==> config.mk <==
export PLATFORM = sky130hd
export DESIGN_NAME = hsv_to_rgb_convert_flat
export DESIGN_NICKNAME = d
export VERILOG_FILES = /design/src/rtl/hsvrgb_pkg.sv /design/src/rtl/hsvrgb_req_if.sv /design/src/rtl/hsvrgb_rsp_if.sv /design/src/rtl/hsvrgb_queue.sv /design/src/rtl/hsvrgb_front.sv /design/src/rtl/hsvrgb_back.sv /design/src/rtl/hsv_to_rgb_convert.sv /design/src/flat_wrapper.sv
export VERILOG_INCLUDE_DIRS = /design/src /design/src/rtl
export SDC_FILE = /design/constraint.sdc
export NUM_CORES = 2
export LEC_CHECK = 0
export BUFFER_PORTS_ARGS = -buffer_cell sky130_fd_sc_hd__buf_2
export CAP_MARGIN = 20
export CORE_MARGIN = 1
export CORE_UTILIZATION = 55
export DETAILED_ROUTE_END_ITERATION = 8
export PLACE_DENSITY = 0.78
export SLEW_MARGIN = 20
export SYNTH_ARGS = -nofsm -noshare
export SYNTH_HDL_FRONTEND = slang
export SYNTH_SLANG_ARGS = --single-unit
==> constraint.sdc <==
create_clock -name clock -period 18.2 [get_ports clock]
set_input_delay 5.46 -clock clock [delete_from_list [all_inputs] [get_ports clock]]
set_output_delay 5.46 -clock clock [all_outputs]
set_load 0.01 [all_outputs]
==> src/rtl/hsv_to_rgb_convert_defines.svh <==
// Assertion macros shared by the HSV to RGB converter modules.
`ifndef HSV_TO_RGB_CONVERT_DEFINES_SVH
`define HSV_TO_RGB_CONVERT_DEFINES_SVH

`ifndef SYNTHESIS

`define HSVRGB_ASSERT(lbl, clk, rst, prop) \
   lbl: assert property (@(posedge clk) disable iff (rst) prop) \
      else $error("hsvrgb: check failed");

`define HSVRGB_ASSERT_MSG(lbl, clk, rst, prop, msg) \
   lbl: assert property (@(posedge clk) disable iff (rst) prop) \
      else $error(msg);

`else

`define HSVRGB_ASSERT(lbl, clk, rst, prop)

`define HSVRGB_ASSERT_MSG(lbl, clk, rst, prop, msg)

`endif

`endif

==> src/rtl/hsvrgb_pkg.sv <==
// Shared constants and types for the HSV to RGB converter.
`timescale 1ns / 1ps

package hsvrgb_pkg;

   localparam int unsigned HSVRGB_FRAC_BITS   = 12;
   localparam int unsigned PIX_W              = 13;
   localparam int unsigned HSVRGB_QUEUE_DEPTH = 2;

   typedef logic [2:0] sector_type;

   // hue sectors, each 60 degrees wide
   localparam sector_type SEC_RED_YELLOW    = 3'd0;
   localparam sector_type SEC_YELLOW_GREEN  = 3'd1;
   localparam sector_type SEC_GREEN_CYAN    = 3'd2;
   localparam sector_type SEC_CYAN_BLUE     = 3'd3;
   localparam sector_type SEC_BLUE_MAGENTA  = 3'd4;
   localparam sector_type SEC_MAGENTA_RED   = 3'd5;

endpackage

==> src/rtl/hsvrgb_req_if.sv <==
// Pixel input channel: hue, saturation and brightness with valid/ready.
`timescale 1ns / 1ps

interface hsvrgb_req_if import hsvrgb_pkg::*; ();
   logic             valid;
   logic             ready;
   logic [PIX_W-1:0] hue;
   logic [PIX_W-1:0] saturation;
   logic [PIX_W-1:0] brightness;

   modport source (output valid, hue, saturation, brightness, input ready);
   modport sink   (input valid, hue, saturation, brightness, output ready);
endinterface

==> src/rtl/hsvrgb_rsp_if.sv <==
// Pixel result channel: red, green and blue with valid/ready.
`timescale 1ns / 1ps

interface hsvrgb_rsp_if import hsvrgb_pkg::*; ();
   logic             valid;
   logic             ready;
   logic [PIX_W-1:0] red;
   logic [PIX_W-1:0] green;
   logic [PIX_W-1:0] blue;

   modport source (output valid, red, green, blue, input ready);
   modport sink   (input valid, red, green, blue, output ready);
endinterface

==> src/rtl/hsvrgb_queue.sv <==
// Short FIFO decoupling the classify stage from the arithmetic pipeline.
`timescale 1ns / 1ps
`include "hsv_to_rgb_convert_defines.svh"

module hsvrgb_queue import hsvrgb_pkg::*; #(
   parameter int unsigned WIDTH = 8
) (
   input  logic             clock,
   input  logic             reset,
   input  logic             push_valid,
   output logic             push_ready,
   input  logic [WIDTH-1:0] push_data,
   output logic             pop_valid,
   input  logic             pop_ready,
   output logic [WIDTH-1:0] pop_data
);

   localparam int unsigned DEPTH = HSVRGB_QUEUE_DEPTH;
   localparam int unsigned AW    = (DEPTH > 1) ? $clog2(DEPTH) : 1;
   localparam int unsigned CNTW  = $clog2(DEPTH + 1);

   logic [WIDTH-1:0] mem_ff [DEPTH];
   logic [AW-1:0]    wr_ptr_ff, wr_ptr_in;
   logic [AW-1:0]    rd_ptr_ff, rd_ptr_in;
   logic [CNTW-1:0]  count_ff, count_in;
   logic             push, pop;

   assign push_ready = (count_ff != CNTW'(DEPTH));
   assign pop_valid  = (count_ff != '0);
   assign pop_data   = mem_ff[rd_ptr_ff];
   assign push       = push_valid && push_ready;
   assign pop        = pop_valid && pop_ready;

   always_comb begin
      wr_ptr_in = wr_ptr_ff;
      rd_ptr_in = rd_ptr_ff;
      count_in  = count_ff;
      if (push) begin
         wr_ptr_in = (wr_ptr_ff == AW'(DEPTH - 1)) ? '0 : wr_ptr_ff + 1'b1;
      end
      if (pop) begin
         rd_ptr_in = (rd_ptr_ff == AW'(DEPTH - 1)) ? '0 : rd_ptr_ff + 1'b1;
      end
      if (push && !pop) begin
         count_in = count_ff + 1'b1;
      end else if (pop && !push) begin
         count_in = count_ff - 1'b1;
      end
   end

   always_ff @(posedge clock) begin
      if (reset) begin
         wr_ptr_ff <= '0;
         rd_ptr_ff <= '0;
         count_ff  <= '0;
      end else begin
         wr_ptr_ff <= wr_ptr_in;
         rd_ptr_ff <= rd_ptr_in;
         count_ff  <= count_in;
      end
   end

   always_ff @(posedge clock) begin
      if (push) begin
         mem_ff[wr_ptr_ff] <= push_data;
      end
   end

   `HSVRGB_ASSERT(a_q_count_bound, clock, reset, count_ff <= CNTW'(DEPTH))
   `HSVRGB_ASSERT_MSG(a_q_ptr_count, clock, reset, (wr_ptr_ff == rd_ptr_ff) == ((count_ff == '0) || (count_ff == CNTW'(DEPTH))), "hsvrgb: queue pointers disagree with count")

endmodule

==> src/rtl/hsvrgb_front.sv <==
// Front stage: takes a pixel beat, clamps, wraps hue and splits it into sector and fraction.
`timescale 1ns / 1ps

module hsvrgb_front import hsvrgb_pkg::*; #(
   parameter int unsigned FRAC_BITS = HSVRGB_FRAC_BITS
) (
   input  logic                       clock,
   input  logic                       reset,
   hsvrgb_req_if.sink                 req_chan,
   output logic                       ent_valid,
   input  logic                       ent_ready,
   output logic [3*FRAC_BITS+5:0]     ent_data
);

   localparam int unsigned CW = FRAC_BITS + 1;
   localparam int unsigned WW = (CW > PIX_W) ? CW : PIX_W;
   localparam int unsigned HW = FRAC_BITS + 3;
   localparam int unsigned EW = 3 * FRAC_BITS + 6;

   logic [WW-1:0]        one_w, h_w, s_w, v_w;
   logic [CW-1:0]        s_cl, v_cl;
   logic [FRAC_BITS-1:0] h_fx, frac;
   logic [HW-1:0]        h6;
   sector_type           sector;
   logic                 gray;
   logic                 accept;

   logic                 valid_ff, valid_in;
   logic [EW-1:0]        data_ff, data_in;

   assign one_w = WW'(1) << FRAC_BITS;
   assign h_w   = WW'(req_chan.hue);
   assign s_w   = WW'(req_chan.saturation);
   assign v_w   = WW'(req_chan.brightness);

   assign s_cl  = CW'((s_w > one_w) ? one_w : s_w);
   assign v_cl  = CW'((v_w > one_w) ? one_w : v_w);
   assign gray  = (s_cl == '0);

   // hue of one or more wraps to zero
   assign h_fx   = (h_w >= one_w) ? '0 : FRAC_BITS'(h_w);
   assign h6     = HW'({h_fx, 2'b00}) + HW'({h_fx, 1'b0});
   assign sector = sector_type'(h6[HW-1:FRAC_BITS]);
   assign frac   = h6[FRAC_BITS-1:0];

   assign req_chan.ready = !valid_ff || ent_ready;
   assign accept         = req_chan.valid && req_chan.ready;

   assign valid_in = accept || (valid_ff && !ent_ready);
   assign data_in  = {gray, sector, frac, s_cl, v_cl};

   always_ff @(posedge clock) begin
      if (reset) begin
         valid_ff <= 1'b0;
      end else begin
         valid_ff <= valid_in;
      end
   end

   always_ff @(posedge clock) begin
      if (accept) begin
         data_ff <= data_in;
      end
   end

   assign ent_valid = valid_ff;
   assign ent_data  = data_ff;

endmodule

==> src/rtl/hsvrgb_back.sv <==
// Back pipeline: three products, two more products, then primary selection into the output register.
`timescale 1ns / 1ps
`include "hsv_to_rgb_convert_defines.svh"

module hsvrgb_back import hsvrgb_pkg::*; #(
   parameter int unsigned FRAC_BITS = HSVRGB_FRAC_BITS
) (
   input  logic                       clock,
   input  logic                       reset,
   input  logic                       ent_valid,
   output logic                       ent_ready,
   input  logic [3*FRAC_BITS+5:0]     ent_data,
   hsvrgb_rsp_if.source               rsp_chan
);

   localparam int unsigned CW = FRAC_BITS + 1;
   localparam int unsigned PW = 2 * CW;
   localparam logic [CW-1:0] ONE = {1'b1, {FRAC_BITS{1'b0}}};

   // unpacked queue entry
   logic                 e_gray;
   sector_type           e_sector;
   logic [FRAC_BITS-1:0] e_frac;
   logic [CW-1:0]        e_sat, e_val;

   logic                 out_ready, s2_ready, s1_ready;

   // stage 1: S*F, S*(1-F), V*(1-S)
   logic [CW-1:0] omf, oms;
   logic [PW-1:0] p_sf, p_sg, p_m;
   logic          s1_valid_ff;
   logic          s1_gray_ff;
   sector_type    s1_sector_ff;
   logic [CW-1:0] s1_val_ff, s1_sf_ff, s1_sg_ff, s1_m_ff;
   logic [CW-1:0] s1_sf_in, s1_sg_in, s1_m_in;

   // stage 2: N and K
   logic [PW-1:0] p_n, p_k;
   logic          s2_valid_ff;
   logic          s2_gray_ff;
   sector_type    s2_sector_ff;
   logic [CW-1:0] s2_val_ff, s2_m_ff, s2_n_ff, s2_k_ff;
   logic [CW-1:0] s2_n_in, s2_k_in;

   // output register
   logic             out_valid_ff;
   logic [PIX_W-1:0] red_ff, green_ff, blue_ff;
   logic [CW-1:0]    r_sel, g_sel, b_sel;
   logic [PIX_W-1:0] red_in, green_in, blue_in;

   assign {e_gray, e_sector, e_frac, e_sat, e_val} = ent_data;

   assign out_ready = !out_valid_ff || rsp_chan.ready;
   assign s2_ready  = !s2_valid_ff || out_ready;
   assign s1_ready  = !s1_valid_ff || s2_ready;
   assign ent_ready = s1_ready;

   assign omf      = ONE - CW'(e_frac);
   assign oms      = ONE - e_sat;
   assign p_sf     = PW'(e_sat) * PW'(e_frac);
   assign p_sg     = PW'(e_sat) * PW'(omf);
   assign p_m      = PW'(e_val) * PW'(oms);
   assign s1_sf_in = CW'(p_sf >> FRAC_BITS);
   assign s1_sg_in = CW'(p_sg >> FRAC_BITS);
   assign s1_m_in  = CW'(p_m >> FRAC_BITS);

   assign p_n     = PW'(s1_val_ff) * PW'(ONE - s1_sf_ff);
   assign p_k     = PW'(s1_val_ff) * PW'(ONE - s1_sg_ff);
   assign s2_n_in = CW'(p_n >> FRAC_BITS);
   assign s2_k_in = CW'(p_k >> FRAC_BITS);

   always_comb begin
      case (s2_sector_ff)
         SEC_RED_YELLOW: begin
            r_sel = s2_val_ff; g_sel = s2_k_ff;   b_sel = s2_m_ff;
         end
         SEC_YELLOW_GREEN: begin
            r_sel = s2_n_ff;   g_sel = s2_val_ff; b_sel = s2_m_ff;
         end
         SEC_GREEN_CYAN: begin
            r_sel = s2_m_ff;   g_sel = s2_val_ff; b_sel = s2_k_ff;
         end
         SEC_CYAN_BLUE: begin
            r_sel = s2_m_ff;   g_sel = s2_n_ff;   b_sel = s2_val_ff;
         end
         SEC_BLUE_MAGENTA: begin
            r_sel = s2_k_ff;   g_sel = s2_m_ff;   b_sel = s2_val_ff;
         end
         SEC_MAGENTA_RED: begin
            r_sel = s2_val_ff; g_sel = s2_m_ff;   b_sel = s2_n_ff;
         end
         default: begin
            r_sel = s2_val_ff; g_sel = s2_m_ff;   b_sel = s2_n_ff;
         end
      endcase
      if (s2_gray_ff) begin
         r_sel = s2_val_ff;
         g_sel = s2_val_ff;
         b_sel = s2_val_ff;
      end
      red_in   = PIX_W'(r_sel);
      green_in = PIX_W'(g_sel);
      blue_in  = PIX_W'(b_sel);
   end

   always_ff @(posedge clock) begin
      if (reset) begin
         s1_valid_ff  <= 1'b0;
         s2_valid_ff  <= 1'b0;
         out_valid_ff <= 1'b0;
      end else begin
         if (s1_ready) begin
            s1_valid_ff <= ent_valid;
         end
         if (s2_ready) begin
            s2_valid_ff <= s1_valid_ff;
         end
         if (out_ready) begin
            out_valid_ff <= s2_valid_ff;
         end
      end
   end

   always_ff @(posedge clock) begin
      if (s1_ready) begin
         s1_gray_ff   <= e_gray;
         s1_sector_ff <= e_sector;
         s1_val_ff    <= e_val;
         s1_sf_ff     <= s1_sf_in;
         s1_sg_ff     <= s1_sg_in;
         s1_m_ff      <= s1_m_in;
      end
      if (s2_ready) begin
         s2_gray_ff   <= s1_gray_ff;
         s2_sector_ff <= s1_sector_ff;
         s2_val_ff    <= s1_val_ff;
         s2_m_ff      <= s1_m_ff;
         s2_n_ff      <= s2_n_in;
         s2_k_ff      <= s2_k_in;
      end
      if (out_ready) begin
         red_ff   <= red_in;
         green_ff <= green_in;
         blue_ff  <= blue_in;
      end
   end

   assign rsp_chan.valid = out_valid_ff;
   assign rsp_chan.red   = red_ff;
   assign rsp_chan.green = green_ff;
   assign rsp_chan.blue  = blue_ff;

   `HSVRGB_ASSERT_MSG(a_gray_equal, clock, reset, (s2_valid_ff && s2_gray_ff && out_ready) |=> ((red_ff == green_ff) && (green_ff == blue_ff)), "hsvrgb: grey pixel with unequal primaries")
   `HSVRGB_ASSERT(a_level_bound, clock, reset, out_valid_ff |-> ((red_ff <= ONE) && (green_ff <= ONE) && (blue_ff <= ONE)))

endmodule

==> src/rtl/hsv_to_rgb_convert.sv <==
// Path: a req beat passes the front register, queue, two multiply stages and output
// register before rsp valid. Throughput: one pixel per cycle while the rsp side
// keeps ready high, set by the fully pipelined multiply stages; the 2-entry queue
// absorbs front/back stalls. Reset: synchronous, active high; clears all valid flags
// and queue pointers, the pipeline holds no pixel state across beats.
`timescale 1ns / 1ps

module hsv_to_rgb_convert import hsvrgb_pkg::*; #(
   parameter int unsigned FRAC_BITS = HSVRGB_FRAC_BITS
) (
   input  logic          clock,
   input  logic          reset,
   hsvrgb_req_if.sink    req_chan,
   hsvrgb_rsp_if.source  rsp_chan
);

   localparam int unsigned EW = 3 * FRAC_BITS + 6;

   logic          fq_valid, fq_ready;
   logic [EW-1:0] fq_data;
   logic          qb_valid, qb_ready;
   logic [EW-1:0] qb_data;

   hsvrgb_front #(
      .FRAC_BITS (FRAC_BITS)
   ) u_front (
      .clock     (clock),
      .reset     (reset),
      .req_chan  (req_chan),
      .ent_valid (fq_valid),
      .ent_ready (fq_ready),
      .ent_data  (fq_data)
   );

   hsvrgb_queue #(
      .WIDTH (EW)
   ) u_queue (
      .clock      (clock),
      .reset      (reset),
      .push_valid (fq_valid),
      .push_ready (fq_ready),
      .push_data  (fq_data),
      .pop_valid  (qb_valid),
      .pop_ready  (qb_ready),
      .pop_data   (qb_data)
   );

   hsvrgb_back #(
      .FRAC_BITS (FRAC_BITS)
   ) u_back (
      .clock     (clock),
      .reset     (reset),
      .ent_valid (qb_valid),
      .ent_ready (qb_ready),
      .ent_data  (qb_data),
      .rsp_chan  (rsp_chan)
   );

endmodule

==> src/flat_wrapper.sv <==
// flat-port wrapper written by rule: the top's interface ports become plain ports
module hsv_to_rgb_convert_flat import hsvrgb_pkg::*;
#(
   parameter int unsigned FRAC_BITS = HSVRGB_FRAC_BITS
)
  (clock, reset, req_chan_valid, req_chan_hue, req_chan_saturation, req_chan_brightness, req_chan_ready, rsp_chan_valid, rsp_chan_red, rsp_chan_green, rsp_chan_blue, rsp_chan_ready);
  hsvrgb_req_if req_chan_i ();
  hsvrgb_rsp_if rsp_chan_i ();
  input  logic clock;
  input  logic reset;
  input wire logic [$bits(req_chan_i.valid)-1:0] req_chan_valid;
  input wire logic [$bits(req_chan_i.hue)-1:0] req_chan_hue;
  input wire logic [$bits(req_chan_i.saturation)-1:0] req_chan_saturation;
  input wire logic [$bits(req_chan_i.brightness)-1:0] req_chan_brightness;
  output wire logic [$bits(req_chan_i.ready)-1:0] req_chan_ready;
  output wire logic [$bits(rsp_chan_i.valid)-1:0] rsp_chan_valid;
  output wire logic [$bits(rsp_chan_i.red)-1:0] rsp_chan_red;
  output wire logic [$bits(rsp_chan_i.green)-1:0] rsp_chan_green;
  output wire logic [$bits(rsp_chan_i.blue)-1:0] rsp_chan_blue;
  input wire logic [$bits(rsp_chan_i.ready)-1:0] rsp_chan_ready;
  assign req_chan_i.valid = req_chan_valid;
  assign req_chan_i.hue = req_chan_hue;
  assign req_chan_i.saturation = req_chan_saturation;
  assign req_chan_i.brightness = req_chan_brightness;
  assign req_chan_ready = req_chan_i.ready;
  assign rsp_chan_valid = rsp_chan_i.valid;
  assign rsp_chan_red = rsp_chan_i.red;
  assign rsp_chan_green = rsp_chan_i.green;
  assign rsp_chan_blue = rsp_chan_i.blue;
  assign rsp_chan_i.ready = rsp_chan_ready;
  hsv_to_rgb_convert #(.FRAC_BITS(FRAC_BITS)) u_core (.clock(clock), .reset(reset), .req_chan(req_chan_i), .rsp_chan(rsp_chan_i));
endmodule
==> results.yml <==
run_status:
  outcome: "finished clean"
die:
  core_sq_um: 67400
  die_area_sq_um: 69500
  row_count: 95
  chipWidth_um: 264
  initial_core_util_pct: 55.9
  fp.dieH_um: 264
  ioPinCount: 84
critical_path:
  cp-endpoint: "u_core.u_back.s1_m_ff[12]"
  cp_slowest_stage_delay_ns: 0.81
  slowest_stage: "xnor2_1"
  reg2reg_to: "u_core.u_back.s1_m_ff[12]"
  cp-start-kind: "flip-flop"
  crit_fanout: 27
  reg2reg_setup_slack_ns: 10.10
  worstPathRequired_ns: 18.50
  cpMostUsedCell: "fa_1"
  endpoint_kind: "flip-flop"
  reg2regPathDepth: 24
  path_class: "reg -> reg"
  arrival_ns: 8.40
  worstPathCellList: "mux2_4, inv_1, ha_1, nand3_2, xnor2_1, nand2_1, fa_1, fa_1, fa_1, inv_1, fa_1, inv_1, fa_1, inv_1, ha_1, a21o_1, a21o_1, a21oi_1, o31ai_1, o31ai_2, a311o_1, nand3b_1, a21oi_1, xnor2_1"
finish:
  regArea_sq_um: 8410
  final_nets: 4837
  fillers: 5453
  synthToLayoutAreaGrowth_pct: 6.03
  layout-drive-gt1-share_pct: 6.71
  mostFrequentLayoutCells: "inv_1, fa_1, nand2_1"
  layout_commonest_cell: "inv_1"
  multi_input_area_sq_um: 25700
  diodes: 0
logic_synthesis:
  post-synth-top-area-fraction_pct: 31.0
  yosysTopAreaCell: "fa_1"
  seq_area_frac_synth_pct: 22.3
  synth_area_leaders: "fa_1, edfxtp_1, ha_1"
  ys_ff_latch: 283
  synth.cell_area_sq_um: 37600
  synth-warning-count: 0
  ys_types: 70
  synthCells: 3800
  synthArstFlopShare_pct: 0
  synth_nets: 4815
  synth_edf_count: 274
  synth-main-ff-cell: "edfxtp_1"
  syn_avg_cell_area_sq_um: 9.91
clock_network:
  clk_latency_ns: 0.58
  clockBufferDepth: 3
  cts_tree: "built"
  cts_buffers: 29
  cts_setup_buffers: 0
  root_buffer: "clkbuf_16"
  clk_pin_slew_ns: 0.08
  htree_levels: 1
  cts_sinks: 283
  post_cts_resized: 0
  cts_hold_buf: 0
grt:
  grt_pass1_vias: 27300
  grt_max_degree: 59
  grt_remaining_overflow: 0
  grt_usage_pct: 25.0
  antenna_found_initial: 0
  grt_pass1_wl_um: 139000
worst_hold_path:
  min-delay-start: "u_core.u_back.s1_m_ff[4]"
  hp-class: "reg -> reg"
sta:
  hold_viol: 0
  slew_viol_final: 0
  setup_viol_count_final: 0
  setup_tns_ns: 0
  fin_crit_sh_pct: 44.5
  clock-skew-final_ns: 0.0261
  tightest_slew_ns: 1.13
  relSlewSlack_pct: 24.7
  finalWorstPathRequiredPeriod_ns: 8.10
  grt_setup_unrepaired: "no"
  fmaxAchievable_mhz: 124
drt:
  vias: 25800
  drcViolationCount: 0
  drtIter0Drc: 1623
  viasPerCell: 5.47
  drt_wl_total_um: 83300
  wire_per_inst_um: 17.7
  dr.pass1.iters: 7
  ant_nets: 0
placed_design:
  place.gp.congestion: 0.907
  dp_hpwl_um: 65000
  portBuffers: 83
flow_run:
  drv_cap: 0
-- state kept, by name, indices dropped and copies added (netlist names), 2 cells and up, named ones only --
signal and flops:
u_core.u_back.s1_val_ff 13, u_core.u_queue.count_ff 2, u_core.u_back.s1_sector_ff 3, u_core.u_back.s1_sf_ff 13, u_core.u_back.s2_n_ff 13, u_core.u_back.s2_m_ff 13, u_core.u_back.s2_sector_ff 3, u_core.u_front.ent_data 41
u_core.u_back.s1_m_ff 13, u_core.u_back.rsp_chan.blue 13, u_core.u_queue.mem_ff 82, u_core.u_back.rsp_chan.green 13, u_core.u_back.s1_sg_ff 13, u_core.u_back.s2_val_ff 13, u_core.u_back.rsp_chan.red 13, u_core.u_back.s2_k_ff 13
-- metal layers --
metal	global-route usage (%)	up-vias	routed length, um
li1	-	11800	-
met4	7.22	0	2550
met1	34.1	12900	35200
met2	41.8	932	39700
met3	3.30	173	5870
met5	0	-	0
-- stage by stage --
step           hold slack [ns]  cells  area (sq um)  utilization [%]  worst slack, ns
5_1_grt                  0.418   4716         39900             59.2             9.68
6_report                 0.416   4716         39900             59.2            10.10
3_5_place_dp             0.407   4664         39000             57.9             9.98
2_1_floorplan            0.400   3800         37600                -             9.71
4_1_cts                  0.417   4716         39900             59.2            10.13
3_3_place_gp             0.403   4664         39000             57.9            10.07
-- kinds of logic after synthesis --
family / count (synthesis) / synth area share, %
flip-flops: 283 / 22.3
adder cells (fa/ha/maj): 972 / 43.9
buffers and inverters: 940 / 9.47
multiplexers: 110 / 3.15
AND/OR/NAND/NOR: 1111 / 13.7
XOR/XNOR: 142 / 3.30
AO/OA/AOI/OAI: 242 / 4.16
-- layout make-up --
cell class                      count  share of cell area, %
Multi-Input combinational cell   2577                   64.5
Tap cell                          873                   2.74
Sequential cell                   283                   21.1
Timing Repair Buffer              135                   2.02
Clock inverter                     21                  0.379
Inverter                          796                   7.49
Clock buffer                       31                   1.84
-- synthesized netlist by cell type, types with 5 or more instances --
| cell type | n |
|---|---|
| inv_1 | 787 |
| fa_1 | 583 |
| nand2_1 | 464 |
| ha_1 | 389 |
| edfxtp_1 | 274 |
| nor2_1 | 270 |
| and2_1 | 206 |
| clkbuf_1 | 125 |
| xnor2_1 | 107 |
| a21oi_1 | 92 |
| mux2i_1 | 77 |
| nor2b_1 | 47 |
| o21ai_0 | 35 |
| xor2_1 | 35 |
| o22a_1 | 26 |
| nor3_1 | 25 |
| mux2_2 | 24 |
| a21o_1 | 17 |
| or2_2 | 17 |
| and3_1 | 16 |
| a22oi_1 | 13 |
| o21a_1 | 13 |
| nand3_1 | 12 |
| buf_1 | 10 |
| nor4_1 | 10 |
| or3_1 | 10 |
| dfxtp_1 | 9 |
| clkinv_1 | 8 |
| nand2b_1 | 8 |
| nand3b_1 | 6 |
| o211ai_1 | 6 |
| o21bai_1 | 6 |
| a211oi_1 | 5 |
| a31oi_1 | 5 |
| buf_2 | 5 |
-- worst min path at each step --
stage / end / cells after the start
floorplan: u_core.u_back.s2_gray_ff / 0
finish: u_core.u_back.s2_m_ff[4] / 0
detailed placement: u_core.u_back.s2_m_ff[6] / 0
CTS: u_core.u_back.s2_m_ff[4] / 0
global route: u_core.u_back.s2_m_ff[4] / 0
global placement: u_core.u_back.s2_m_ff[4] / 0
-- critical path, delay by kind of cell (launching register included) --
kind                     cells  cell delay [ns]
AND/OR/NAND/NOR              3             0.44
adder cells (fa/ha/maj)      7             3.16
buffers and inverters        4             0.83
flip-flops                   1             0.64
XOR/XNOR                     2             0.90
AO/OA/AOI/OAI                7             1.43
multiplexers                 1             0.43
Power is not shown: default switching activity piles up to over one toggle a cycle in this logic, so the estimate is an artifact.
